$ cat config.mk
export PLATFORM = sky130hd
export DESIGN_NAME = seven_bit_msb_group_encoder_unit
export DESIGN_NICKNAME = d
export VERILOG_FILES = /design/src/sv/msbg_pkg.sv /design/src/sv/msbg_core.sv /design/src/sv/msbg_out_queue.sv /design/src/sv/seven_bit_msb_group_encoder_unit.sv
export SDC_FILE = /design/constraint.sdc
export NUM_CORES = 1
export LEC_CHECK = 0
export ABC_AREA = 1
export BUFFER_PORTS_ARGS = -buffer_cell sky130_fd_sc_hd__buf_2
export CAP_MARGIN = 20
export CELL_PAD_IN_SITES_DETAIL_PLACEMENT = 0
export CELL_PAD_IN_SITES_GLOBAL_PLACEMENT = 2
export CORE_MARGIN = 2
export CORE_UTILIZATION = 30
export DETAILED_ROUTE_END_ITERATION = 8
export PLACE_DENSITY = 0.82
export SKIP_LAST_GASP = 1
export SLEW_MARGIN = 20
export SYNTH_ARGS = -nofsm -noshare
export SYNTH_HDL_FRONTEND = slang
export SYNTH_SLANG_ARGS = --single-unit
$ cat constraint.sdc
create_clock -name clk -period 2.55 [get_ports clk]
set_input_delay 0.51 -clock clk [delete_from_list [all_inputs] [get_ports clk]]
set_output_delay 0.51 -clock clk [all_outputs]
set_load 0.03 [all_outputs]
$ cat src/sv/msbg_pkg.sv
`timescale 1ns / 1ps
`default_nettype none

package msbg_pkg;

    // default payload frame limit in encoded bytes
    localparam int MAX_FRAME_BYTES_DEF = 64;

    // data bytes per group before a mask byte
    localparam int GROUP_SIZE = 7;
    localparam int POS_W      = 3;
    localparam int COLL_W     = 7;

    localparam logic [7:0] START_MARK = 8'h80;
    localparam logic [7:0] LOW_MASK   = 8'h7F;

    // queue depth and its count width
    localparam int QUEUE_DEPTH = 2;
    localparam int QCNT_W      = 2;

    // one encoded output word
    typedef struct packed {
        logic [7:0] data;
        logic       last;
        logic       too_long;
    } word_t;

    // words handed from the encoder to the output queue at once
    typedef struct packed {
        logic [QCNT_W-1:0] cnt;
        word_t             w0;
        word_t             w1;
    } push_t;

endpackage

`default_nettype wire

$ cat src/sv/msbg_core.sv
`timescale 1ns / 1ps
`default_nettype none

module msbg_core
    import msbg_pkg::*;
#(
    parameter int MAX_FRAME_BYTES = MAX_FRAME_BYTES_DEF
)
(
    input  logic              clk,
    input  logic              rst_n,
    input  logic              in_valid,
    output logic              in_stall,
    input  logic [7:0]        data_byte,
    input  logic              is_last,
    input  logic [QCNT_W-1:0] free_slots,
    output push_t             push
);

    localparam int LEN_LIMIT = (MAX_FRAME_BYTES * 7) / 8 - 1;
    localparam int CNT_W     = $clog2(LEN_LIMIT + 1);

    // input register
    logic             in_vld_reg, in_vld_next;
    logic [7:0]       data_reg;
    logic             last_reg;

    // frame state
    logic [POS_W-1:0]  pos_reg, pos_next, pos_upd;
    logic [COLL_W-1:0] coll_reg, coll_next, coll_upd, coll_hit;
    logic [CNT_W-1:0]  cnt_reg, cnt_next, cnt_upd;
    logic              drop_reg, drop_next, drop_upd;

    logic [QCNT_W-1:0] res_n;
    word_t             w0, w1;
    logic              consume;
    logic              accept;

    function automatic logic [7:0] data_byte_mark(input logic [7:0] d);
        return d | START_MARK;
    endfunction

    always_comb
    begin
        res_n    = '0;
        w0       = '0;
        w1       = '0;
        pos_upd  = pos_reg;
        coll_upd = coll_reg;
        cnt_upd  = cnt_reg;
        drop_upd = drop_reg;
        coll_hit = data_reg[7] ? (COLL_W'(1) << pos_reg) : '0;

        if (drop_reg)
        begin
            // skip the tail of an over-long payload
            if (last_reg)
            begin
                drop_upd = 1'b0;
                pos_upd  = '0;
                coll_upd = '0;
                cnt_upd  = '0;
            end
        end
        else if (cnt_reg == '0 && last_reg)
        begin
            // single-byte payload: byte with start mark, no mask byte
            res_n       = QCNT_W'(1);
            w0.data     = data_byte_mark(data_reg);
            w0.last     = 1'b1;
            pos_upd     = '0;
            coll_upd    = '0;
            cnt_upd     = '0;
        end
        else if (cnt_reg == CNT_W'(LEN_LIMIT))
        begin
            // length error word, then drop unless this byte ends the payload
            res_n       = QCNT_W'(1);
            w0.last     = 1'b1;
            w0.too_long = 1'b1;
            pos_upd     = '0;
            coll_upd    = '0;
            cnt_upd     = '0;
            drop_upd    = !last_reg;
        end
        else
        begin
            res_n    = QCNT_W'(1);
            cnt_upd  = cnt_reg + CNT_W'(1);
            coll_upd = coll_reg | coll_hit;
            pos_upd  = pos_reg + POS_W'(1);
            w0.data  = (data_reg & LOW_MASK) | ((cnt_reg == '0) ? START_MARK : 8'h00);
            if (pos_reg == POS_W'(GROUP_SIZE - 1) || last_reg)
            begin
                // group closes: mask byte follows
                res_n    = QCNT_W'(2);
                w1.data  = {1'b0, coll_upd};
                w1.last  = last_reg;
                pos_upd  = '0;
                coll_upd = '0;
                if (last_reg)
                begin
                    cnt_upd = '0;
                end
            end
        end
    end

    assign consume  = in_vld_reg && (res_n <= free_slots);
    assign in_stall = in_vld_reg && !consume;
    assign accept   = in_valid && !in_stall;

    always_comb
    begin
        pos_next    = consume ? pos_upd  : pos_reg;
        coll_next   = consume ? coll_upd : coll_reg;
        cnt_next    = consume ? cnt_upd  : cnt_reg;
        drop_next   = consume ? drop_upd : drop_reg;
        in_vld_next = accept ? 1'b1 : (consume ? 1'b0 : in_vld_reg);
    end

    always_comb
    begin
        push     = '0;
        push.w0  = w0;
        push.w1  = w1;
        push.cnt = consume ? res_n : '0;
    end

    always_ff @(posedge clk or negedge rst_n)
    begin
        if (!rst_n)
        begin
            in_vld_reg <= 1'b0;
            pos_reg    <= '0;
            coll_reg   <= '0;
            cnt_reg    <= '0;
            drop_reg   <= 1'b0;
        end
        else
        begin
            in_vld_reg <= in_vld_next;
            pos_reg    <= pos_next;
            coll_reg   <= coll_next;
            cnt_reg    <= cnt_next;
            drop_reg   <= drop_next;
        end
    end

    always_ff @(posedge clk)
    begin
        if (accept)
        begin
            data_reg <= data_byte;
            last_reg <= is_last;
        end
    end

    a_drop_silent: assert property (@(posedge clk) disable iff (!rst_n)
        drop_reg && consume |-> push.cnt == '0)
        else $error("word produced while dropping");

    a_err_alone: assert property (@(posedge clk) disable iff (!rst_n)
        push.cnt != '0 && push.w0.too_long |-> push.w0.last && push.cnt == QCNT_W'(1))
        else $error("length error word not alone or not last");

    a_pos_range: assert property (@(posedge clk) disable iff (!rst_n)
        pos_reg <= POS_W'(GROUP_SIZE - 1))
        else $error("group position out of range");

endmodule

`default_nettype wire

$ cat src/sv/msbg_out_queue.sv
`timescale 1ns / 1ps
`default_nettype none

module msbg_out_queue
    import msbg_pkg::*;
(
    input  logic              clk,
    input  logic              rst_n,
    input  push_t             push,
    output logic [QCNT_W-1:0] free_slots,
    output logic              out_valid,
    input  logic              out_stall,
    output logic [7:0]        out_byte,
    output logic              out_last,
    output logic              too_long
);

    word_t             q_reg  [QUEUE_DEPTH];
    word_t             q_next [QUEUE_DEPTH];
    logic [QCNT_W-1:0] count_reg, count_next;
    logic [QCNT_W-1:0] rem;
    logic              pop;

    assign out_valid  = count_reg != '0;
    assign pop        = out_valid && !out_stall;
    assign rem        = count_reg - QCNT_W'(pop);
    assign free_slots = QCNT_W'(QUEUE_DEPTH) - rem;

    always_comb
    begin
        q_next = q_reg;
        if (pop)
        begin
            q_next[0] = q_reg[1];
        end
        if (push.cnt != '0)
        begin
            q_next[rem[0]] = push.w0;
        end
        if (push.cnt == QCNT_W'(2))
        begin
            q_next[1] = push.w1;
        end
        count_next = rem + push.cnt;
    end

    always_ff @(posedge clk or negedge rst_n)
    begin
        if (!rst_n)
        begin
            count_reg <= '0;
        end
        else
        begin
            count_reg <= count_next;
        end
    end

    always_ff @(posedge clk)
    begin
        q_reg <= q_next;
    end

    assign out_byte = q_reg[0].data;
    assign out_last = q_reg[0].last;
    assign too_long = q_reg[0].too_long;

    a_count_range: assert property (@(posedge clk) disable iff (!rst_n)
        count_reg <= QCNT_W'(QUEUE_DEPTH))
        else $error("queue count out of range");

    a_no_overflow: assert property (@(posedge clk) disable iff (!rst_n)
        push.cnt <= free_slots)
        else $error("push exceeds free slots");

    a_drain: assert property (@(posedge clk) disable iff (!rst_n)
        pop && count_reg == QCNT_W'(1) && push.cnt == '0 |=> count_reg == '0)
        else $error("queue failed to drain");

endmodule

`default_nettype wire

$ cat src/sv/seven_bit_msb_group_encoder_unit.sv
`timescale 1ns / 1ps
`default_nettype none

// Seven-bit MSB group encoder. Each payload byte goes out with bit 7 cleared;
// the cleared top bits of up to seven bytes are packed into a mask byte that
// follows the group (bit j = top bit of the j-th byte). The first word of a
// frame carries bit 7 set as the start mark, and a one-byte payload is sent
// as that byte with bit 7 set and no mask. A payload longer than
// (MAX_FRAME_BYTES*7)/8 - 1 bytes yields one word with too_long and out_last
// set, and the rest of that payload up to its last flag is dropped silently.
// The single output port moves one word per cycle while out_stall is low, so
// a byte followed by a mask byte (it closes a group of seven or ends a
// payload of two or more bytes) needs two free queue slots, and the input
// stalls until they are free (seven input words give eight output words).
// Words pass an input register, then a two-word output queue that can still
// take one word while a finished word waits on out_stall.

module seven_bit_msb_group_encoder_unit
    import msbg_pkg::*;
#(
    parameter int MAX_FRAME_BYTES = MAX_FRAME_BYTES_DEF
)
(
    input  logic       clk,
    input  logic       rst_n,

    // input words
    input  logic       in_valid,
    output logic       in_stall,
    input  logic [7:0] data_byte,
    input  logic       is_last,

    // output words
    output logic       out_valid,
    input  logic       out_stall,
    output logic [7:0] out_byte,
    output logic       out_last,
    output logic       too_long
);

    push_t             push;
    logic [QCNT_W-1:0] free_slots;

    // input register, frame state and encode logic
    msbg_core #(
        .MAX_FRAME_BYTES (MAX_FRAME_BYTES)
    ) u_core (
        .clk        (clk),
        .rst_n      (rst_n),
        .in_valid   (in_valid),
        .in_stall   (in_stall),
        .data_byte  (data_byte),
        .is_last    (is_last),
        .free_slots (free_slots),
        .push       (push)
    );

    // two-word result queue; takes a data word plus its mask word at once
    msbg_out_queue u_queue (
        .clk        (clk),
        .rst_n      (rst_n),
        .push       (push),
        .free_slots (free_slots),
        .out_valid  (out_valid),
        .out_stall  (out_stall),
        .out_byte   (out_byte),
        .out_last   (out_last),
        .too_long   (too_long)
    );

endmodule

`default_nettype wire
After elaboration in Yosys (flattened, before gate mapping)
Index checks and enable logic that the tools add are counted.
Word-level totals
  register bits: 49
  input bits: 13
  output and inout port bits: 12
  logic and storage cells: 91
Operators by class
  $add $sub $neg: 5
  $lt $le $gt $ge: 3
  eq/ne operators: 4
  shifts and indexed selects: 1
  muxes and demuxes: 44
  bitwise logic cells: 3
  reductions and logical operators: 17
Operators by type and width (count)
  7-bit two-way mux: 6
  10-bit two-way mux: 4
  6-bit two-way mux: 6
  9-bit two-way mux: 4
  8-bit two-way mux: 3
  20-bit bitwise mux: 1
  20-bit two-way mux: 1
  3-bit two-way mux: 5
  2-bit two-way mux: 6
  10-bit demux with 1-bit select: 1
  7-bit by 8-bit OR with 8-bit output: 1
  2-bit nonzero test: 4
  1-bit two-way mux: 7
  7-bit OR: 1
  1-bit by 3-bit << shifter with 7-bit output, first input constant: 1
  6-bit by 1-bit adder with 6-bit output, second input constant: 1
  6-bit equality test, second input constant: 1
  1-bit logical AND: 6
  6-bit logical NOT: 1
  1-bit logical NOT: 4
  3-bit by 1-bit adder with 3-bit output, second input constant: 1
  3-bit equality test, second input constant: 1
  2-bit adder: 1
  2-bit equality test, second input constant: 1
  other kinds (9): 9

Depth between registers and ports, before layout
  depth in word-level cells: 13
  mapped depth: 20
  mapped depth without buffers: 19

By module
Synthesis repeated with hierarchy kept, for this count alone.
Unflattened totals
  cell total of the unflattened synthesis: 359
  area, all modules: 2832.7 µm²
By module, submodules not included
  msbg_core: instances 1, cells each 197, area each 1619.1 µm², seq. area each 720.7 µm²
  msbg_out_queue: instances 1, cells each 162, area each 1213.7 µm², seq. area each 550.5 µm²

Worst setup path before layout
Ideal clock, no wire load.
  path kind: reg2reg
  start: register u_queue.count_reg[1]
  end: register u_core.data_reg[0], enable pin
  library setup time: 278 ps
  data arrival time: 2726 ps
  data required time: 2272 ps
  path slack: -453 ps
  cell stages (with the launch flop): 15
  path buffers: 1
  clock period less this slack: 3003 ps
  path through: dfrtp_1 -> inv_1 -> nand2_1 -> nand2_1 -> inv_1 -> buf_2 -> ha_1 -> xor2_1 -> ha_1 -> nand2_1 -> nand2_2 -> nor2_1 -> inv_1 -> nand2_1 -> inv_1
On the way
  cells in the longest elaborated chain, start to end: 10
Ends and longest elaborated chain
  start, declared: RTL line msbg_out_queue.sv:20  | logic [QCNT_W-1:0] count_reg, count_next;
  start signal, assigned: RTL line msbg_out_queue.sv:55  | count_reg <= count_next;
  2-bit nonzero test: RTL line msbg_out_queue.sv:24  | assign out_valid = count_reg != '0;
  via out_valid: RTL line seven_bit_msb_group_encoder_unit.sv:34  | output logic out_valid,
  1-bit logical AND: RTL line msbg_out_queue.sv:25  | assign pop = out_valid && !out_stall;
  2-bit by 1-bit subtractor with 2-bit output: RTL line msbg_out_queue.sv:26  | assign rem = count_reg - QCNT_W'(pop);
  2-bit subtractor: RTL line msbg_out_queue.sv:27  | assign free_slots = QCNT_W'(QUEUE_DEPTH) - rem;
  2-bit less-or-equal comparator: RTL line msbg_core.sv:109  | assign consume = in_vld_reg && (res_n <= free_slots);
  1-bit logical AND: RTL line msbg_core.sv:109
  1-bit logical NOT: RTL line msbg_core.sv:110  | assign in_stall = in_vld_reg && !consume;
  1-bit logical AND: RTL line msbg_core.sv:110
  via in_stall: RTL line seven_bit_msb_group_encoder_unit.sv:29  | output logic in_stall,
  1-bit logical NOT: RTL line msbg_core.sv:111  | assign accept = in_valid && !in_stall;
  1-bit logical AND: RTL line msbg_core.sv:111
  via u_core.accept: RTL line msbg_core.sv:37  | logic accept;
  end signal, assigned: RTL line msbg_core.sv:154  | data_reg <= data_byte;
  end, declared: RTL line msbg_core.sv:25  | logic [7:0] data_reg;
The timed path passes the listed nets, and every way through them passes these cells.
A chain may end at the register's enable or synchronous reset.

Worst setup path after layout
  start: register u_queue.count_reg[1]
  end: output port in_stall
On the way
  cells in the longest elaborated chain, start to end: 8
Ends and longest elaborated chain (RTL line)
  2-bit nonzero test: msbg_out_queue.sv:24
  1-bit logical AND: msbg_out_queue.sv:25
  2-bit by 1-bit subtractor with 2-bit output *: msbg_out_queue.sv:26
  2-bit subtractor *: msbg_out_queue.sv:27
  2-bit less-or-equal comparator *: msbg_core.sv:109
  1-bit logical AND *: msbg_core.sv:109
  1-bit logical NOT *: msbg_core.sv:110
  1-bit logical AND *: msbg_core.sv:110
  end, declared: seven_bit_msb_group_encoder_unit.sv:29
Mark *: on every way between the ends. The rest lies on a longest branch, timed or not.

==> out/summary.log <==
qor: sta.final.setup.worst_slack -68.0 ps
qor: setup_path.critical-path-max-stage-delay 400 ps
qor: yosys.synth_seq_cells 49
qor: sta.finalSetupViolCount 1
qor: floorplan.rows 35
qor: layout.post_layout_nonfiller_instances 508
qor: drt.routed_wl 6.10 mm
qor: sta.slew_of_the_pin_with_the_lowest_slew_margin 506 ps
qor: yosys.ys_async_sr_fraction 40.8%
qor: layout.largest_reg_flops 10
qor: setup_path.timing.setup.critical_path_class flop to output pin
qor: sta.finalHoldViolCount 0
qor: grt.grt_max_degree 21
qor: drt.route.detailed.drc 0
qor: layout.finalNetCount 420
qor: floorplan.starting_utilization_of_the_core_area 30.5%
qor: status.failed_checks negative setup slack
qor: setup_path.timing.critical_path.slowest_stage_cell dfrtp_1
qor: yosys.syn_area 0.00278 mm²
qor: drt.detail_route.iter0.violations 111
qor: yosys.synth_largest_area_cell edfxtp_1
qor: yosys.yosysWarnings 0
qor: drt.routedWlPerCell 12.0 µm
qor: clock_network.clock_path_buffers 2
qor: sta.layout_min_cycle_time 2620 ps
qor: layout.layout-drive-gt1-share 32.2%
qor: setup_path.critPathArrivalTime 2110 ps
qor: yosys.synth.lib_cells_used.distinct 35
qor: floorplan.core_area 0.00911 mm²
qor: setup_path.worst_setup_path_startpoint u_queue.count_reg[1]
qor: setup_path.path_buf_inv 5
qor: place.postPlaceCellArea 0.00316 mm²
qor: layout.filler_cell_count 950
qor: yosys.synthMostInstantiatedCell nand2_1
qor: sta.maxSlewHeadroom 66.3%
qor: floorplan.die_width 100 µm
qor: setup_path.worst_setup_path_start_kind flop
qor: yosys.synth_top_cell_area_share 19.5%
qor: clock_network.clock_slew_at_reported_path_ffs 100 ps
qor: yosys.mappedNetlistNets 368
qor: run.max_cap_viol_count 0
qor: sta.worst_hold_slack 166 ps
qor: sta.clock-skew-final 7.71 ps
qor: setup_path.end_kind output pin
qor: drt.drt_first_pass_iters 5
qor: yosys.dominantRegCellSynth dfrtp_1
qor: yosys.yosys-top-cells-count nand2_1 (113), inv_1 (32), nand3_1 (24), nor2_1 (24), dfrtp_1 (20)
qor: yosys.syn-mean-instance-area 8.07 µm²
qor: setup_path.required 2040 ps
qor: clock_network.cts_num_sinks 49
qor: setup_path.cp_cell_sequence inv_2 > nand2_4 > nand2_4 > inv_4 > ha_4 > buf_4 > inv_1 > ha_1 > nand2_4 > nand2_4 > nor2_4 > buf_6
qor: layout.fin_area 0.00350 mm²
qor: layout.finish.utilization 38.4%
qor: setup_path.r2r-start u_queue.count_reg[1]
qor: grt.grt_use_total 13.0%
qor: yosys.netlist_instances 344
qor: clock_network.ctsRootBufferMaster clkbuf_8
qor: yosys.synth.yosys.seq_area_share 45.4%
qor: floorplan.fp.dieH 100 µm
qor: layout.area_growth 26.1%
qor: grt.initial_antenna_violation_count 0
qor: clock_network.clkLatencyLatePin 300 ps
qor: drt.avgViaCountPerCell 4.55
qor: yosys.synth-edff-count 18
qor: place.port_buffers 24
qor: drt.postRouteAntennaNets 0
qor: setup_path.critPathMostFrequentCell nand2_4
qor: place.dp_hpwl 4.58 mm
qor: place.gpl.final_weighted_congestion 0.812
qor: sta.fmax 382 MHz
qor: sta.final-max-slew-violation-count 0
qor: floorplan.die_area 0.0100 mm²
qor: floorplan.boundaryPins 25
qor: yosys.synth_top_cells_by_area edfxtp_1 (19%), dfrtp_1 (18%), nand2_1 (15%), dfxtp_1 (7.9%), ha_1 (5.0%)
qor: clock_network.tritoncts_clock_tree built
qor: grt.overflow 0
qor: place.placedCellCount 488
qor: setup_path.critPathTopFamily adder cells
qor: grt.grt_pass1_vias 2241
qor: clock_network.htree_num_levels 2
qor: grt.grt_pass1_wl 10.4 mm
qor: setup_path.critical_path_peak_fanout 4
qor: drt.route.vias.total 2309
qor: sta.grt_setup_unrepaired yes
qor: layout.diodes 0
qor: sta.fin_crit_share 103%
qor: hold_path.hold_path_class input pin to async pin
qor: clock_network.cts_buffers 5
qor: status.outcome finished with violations
qor: clock_network.cts_hold_buf 0
==> layout make-up <==
type / count / area, µm² / area share (%)
Timing Repair Buffer: 61 / 424 / 12.1
Multi-Input combinational cell: 237 / 1430 / 40.8
Clock inverter: 2 / 15.0 / 0.429
Sequential cell: 49 / 1260 / 36.0
Inverter: 42 / 163 / 4.64
Tap cell: 111 / 139 / 3.97
Clock buffer: 6 / 72.6 / 2.07
==> cell usage in the layout, fill, tap and decap left out, drive strengths merged, types with 3 or more instances in the layout <==
master  synthesis  final
a21oi           3      3
buf            15     61
clkbuf          1      6
dfrtp          20     20
dfxtp          11     11
edfxtp         18     18
ha             11     11
inv            42     42
nand2         119    119
nand3          29     29
nand4          11     11
nor2           30     30
nor3            4      4
o21ai          23     23
==> routing by layer <==
metal,part of all wire [%],up-vias,global-route usage [%]
li1,-,1199,-
met1,47,1067,17.2
met2,49,39,22.4
met3,3.6,4,2.51
met4,0.69,0,2.53
met5,0,-,0
==> worst register-to-register path: stages, from the launching register on <==
cell and delay [ps]:
dfrtp_1 400, inv_2 80, nand2_4 60, nand2_4 60
inv_4 40, ha_4 150, inv_2 50, nand2_2 50
nand2_2 80, xor2_2 190, ha_4 250, nand2_4 60
nand2_4 60, a21oi_4 180, nand3_2 110, inv_2 70
ha_4 130, xnor2_2 120, nand3b_1 130, nand2_1 60
==> timing repair <==
item	4_1_cts	5_1_grt
resized for setup	18	17
setup endpoints to repair	2	31
buffers inserted	8	4
pin swaps	13	13
==> final timing paths <==
path,to,slack (ps),depth (start not counted)
max,in_stall,-70,12
min,u_core.cnt_reg[2],170,1
max reg2reg,u_queue.count_reg[1],120,19
min reg2reg,u_core.coll_reg[5],490,2
max in group asynchronous,u_queue.count_reg[1],2040,1
min in group clk,u_core.last_reg,380,1
==> per-stage QoR <==
stage	setup TNS (ps)	setup slack [ps]
floorplan	-11.8	-11.8
detailed placement	-1630	-167
global route	-251	-209
CTS	-108	-108
finish	-68.0	-68.0
global placement	-526	-66.8
==> logic make-up (layout without fill, tap and decap cells) <==
| logic type | count (synthesis) | in the layout | share of synthesized area [%] |
|---|---|---|---|
| buffers and inverters | 58 | 111 | 9.60 |
| AO/OA/AOI/OAI | 28 | 28 | 6.17 |
| adder cells (fa/ha/maj) | 11 | 11 | 4.96 |
| AND/OR/NAND/NOR | 196 | 196 | 33.2 |
| flip-flops | 49 | 49 | 45.4 |
| XOR/XNOR | 2 | 2 | 0.631 |
Power is not shown: default switching activity piles up to over one toggle a cycle in this logic, so the estimate is an artifact.
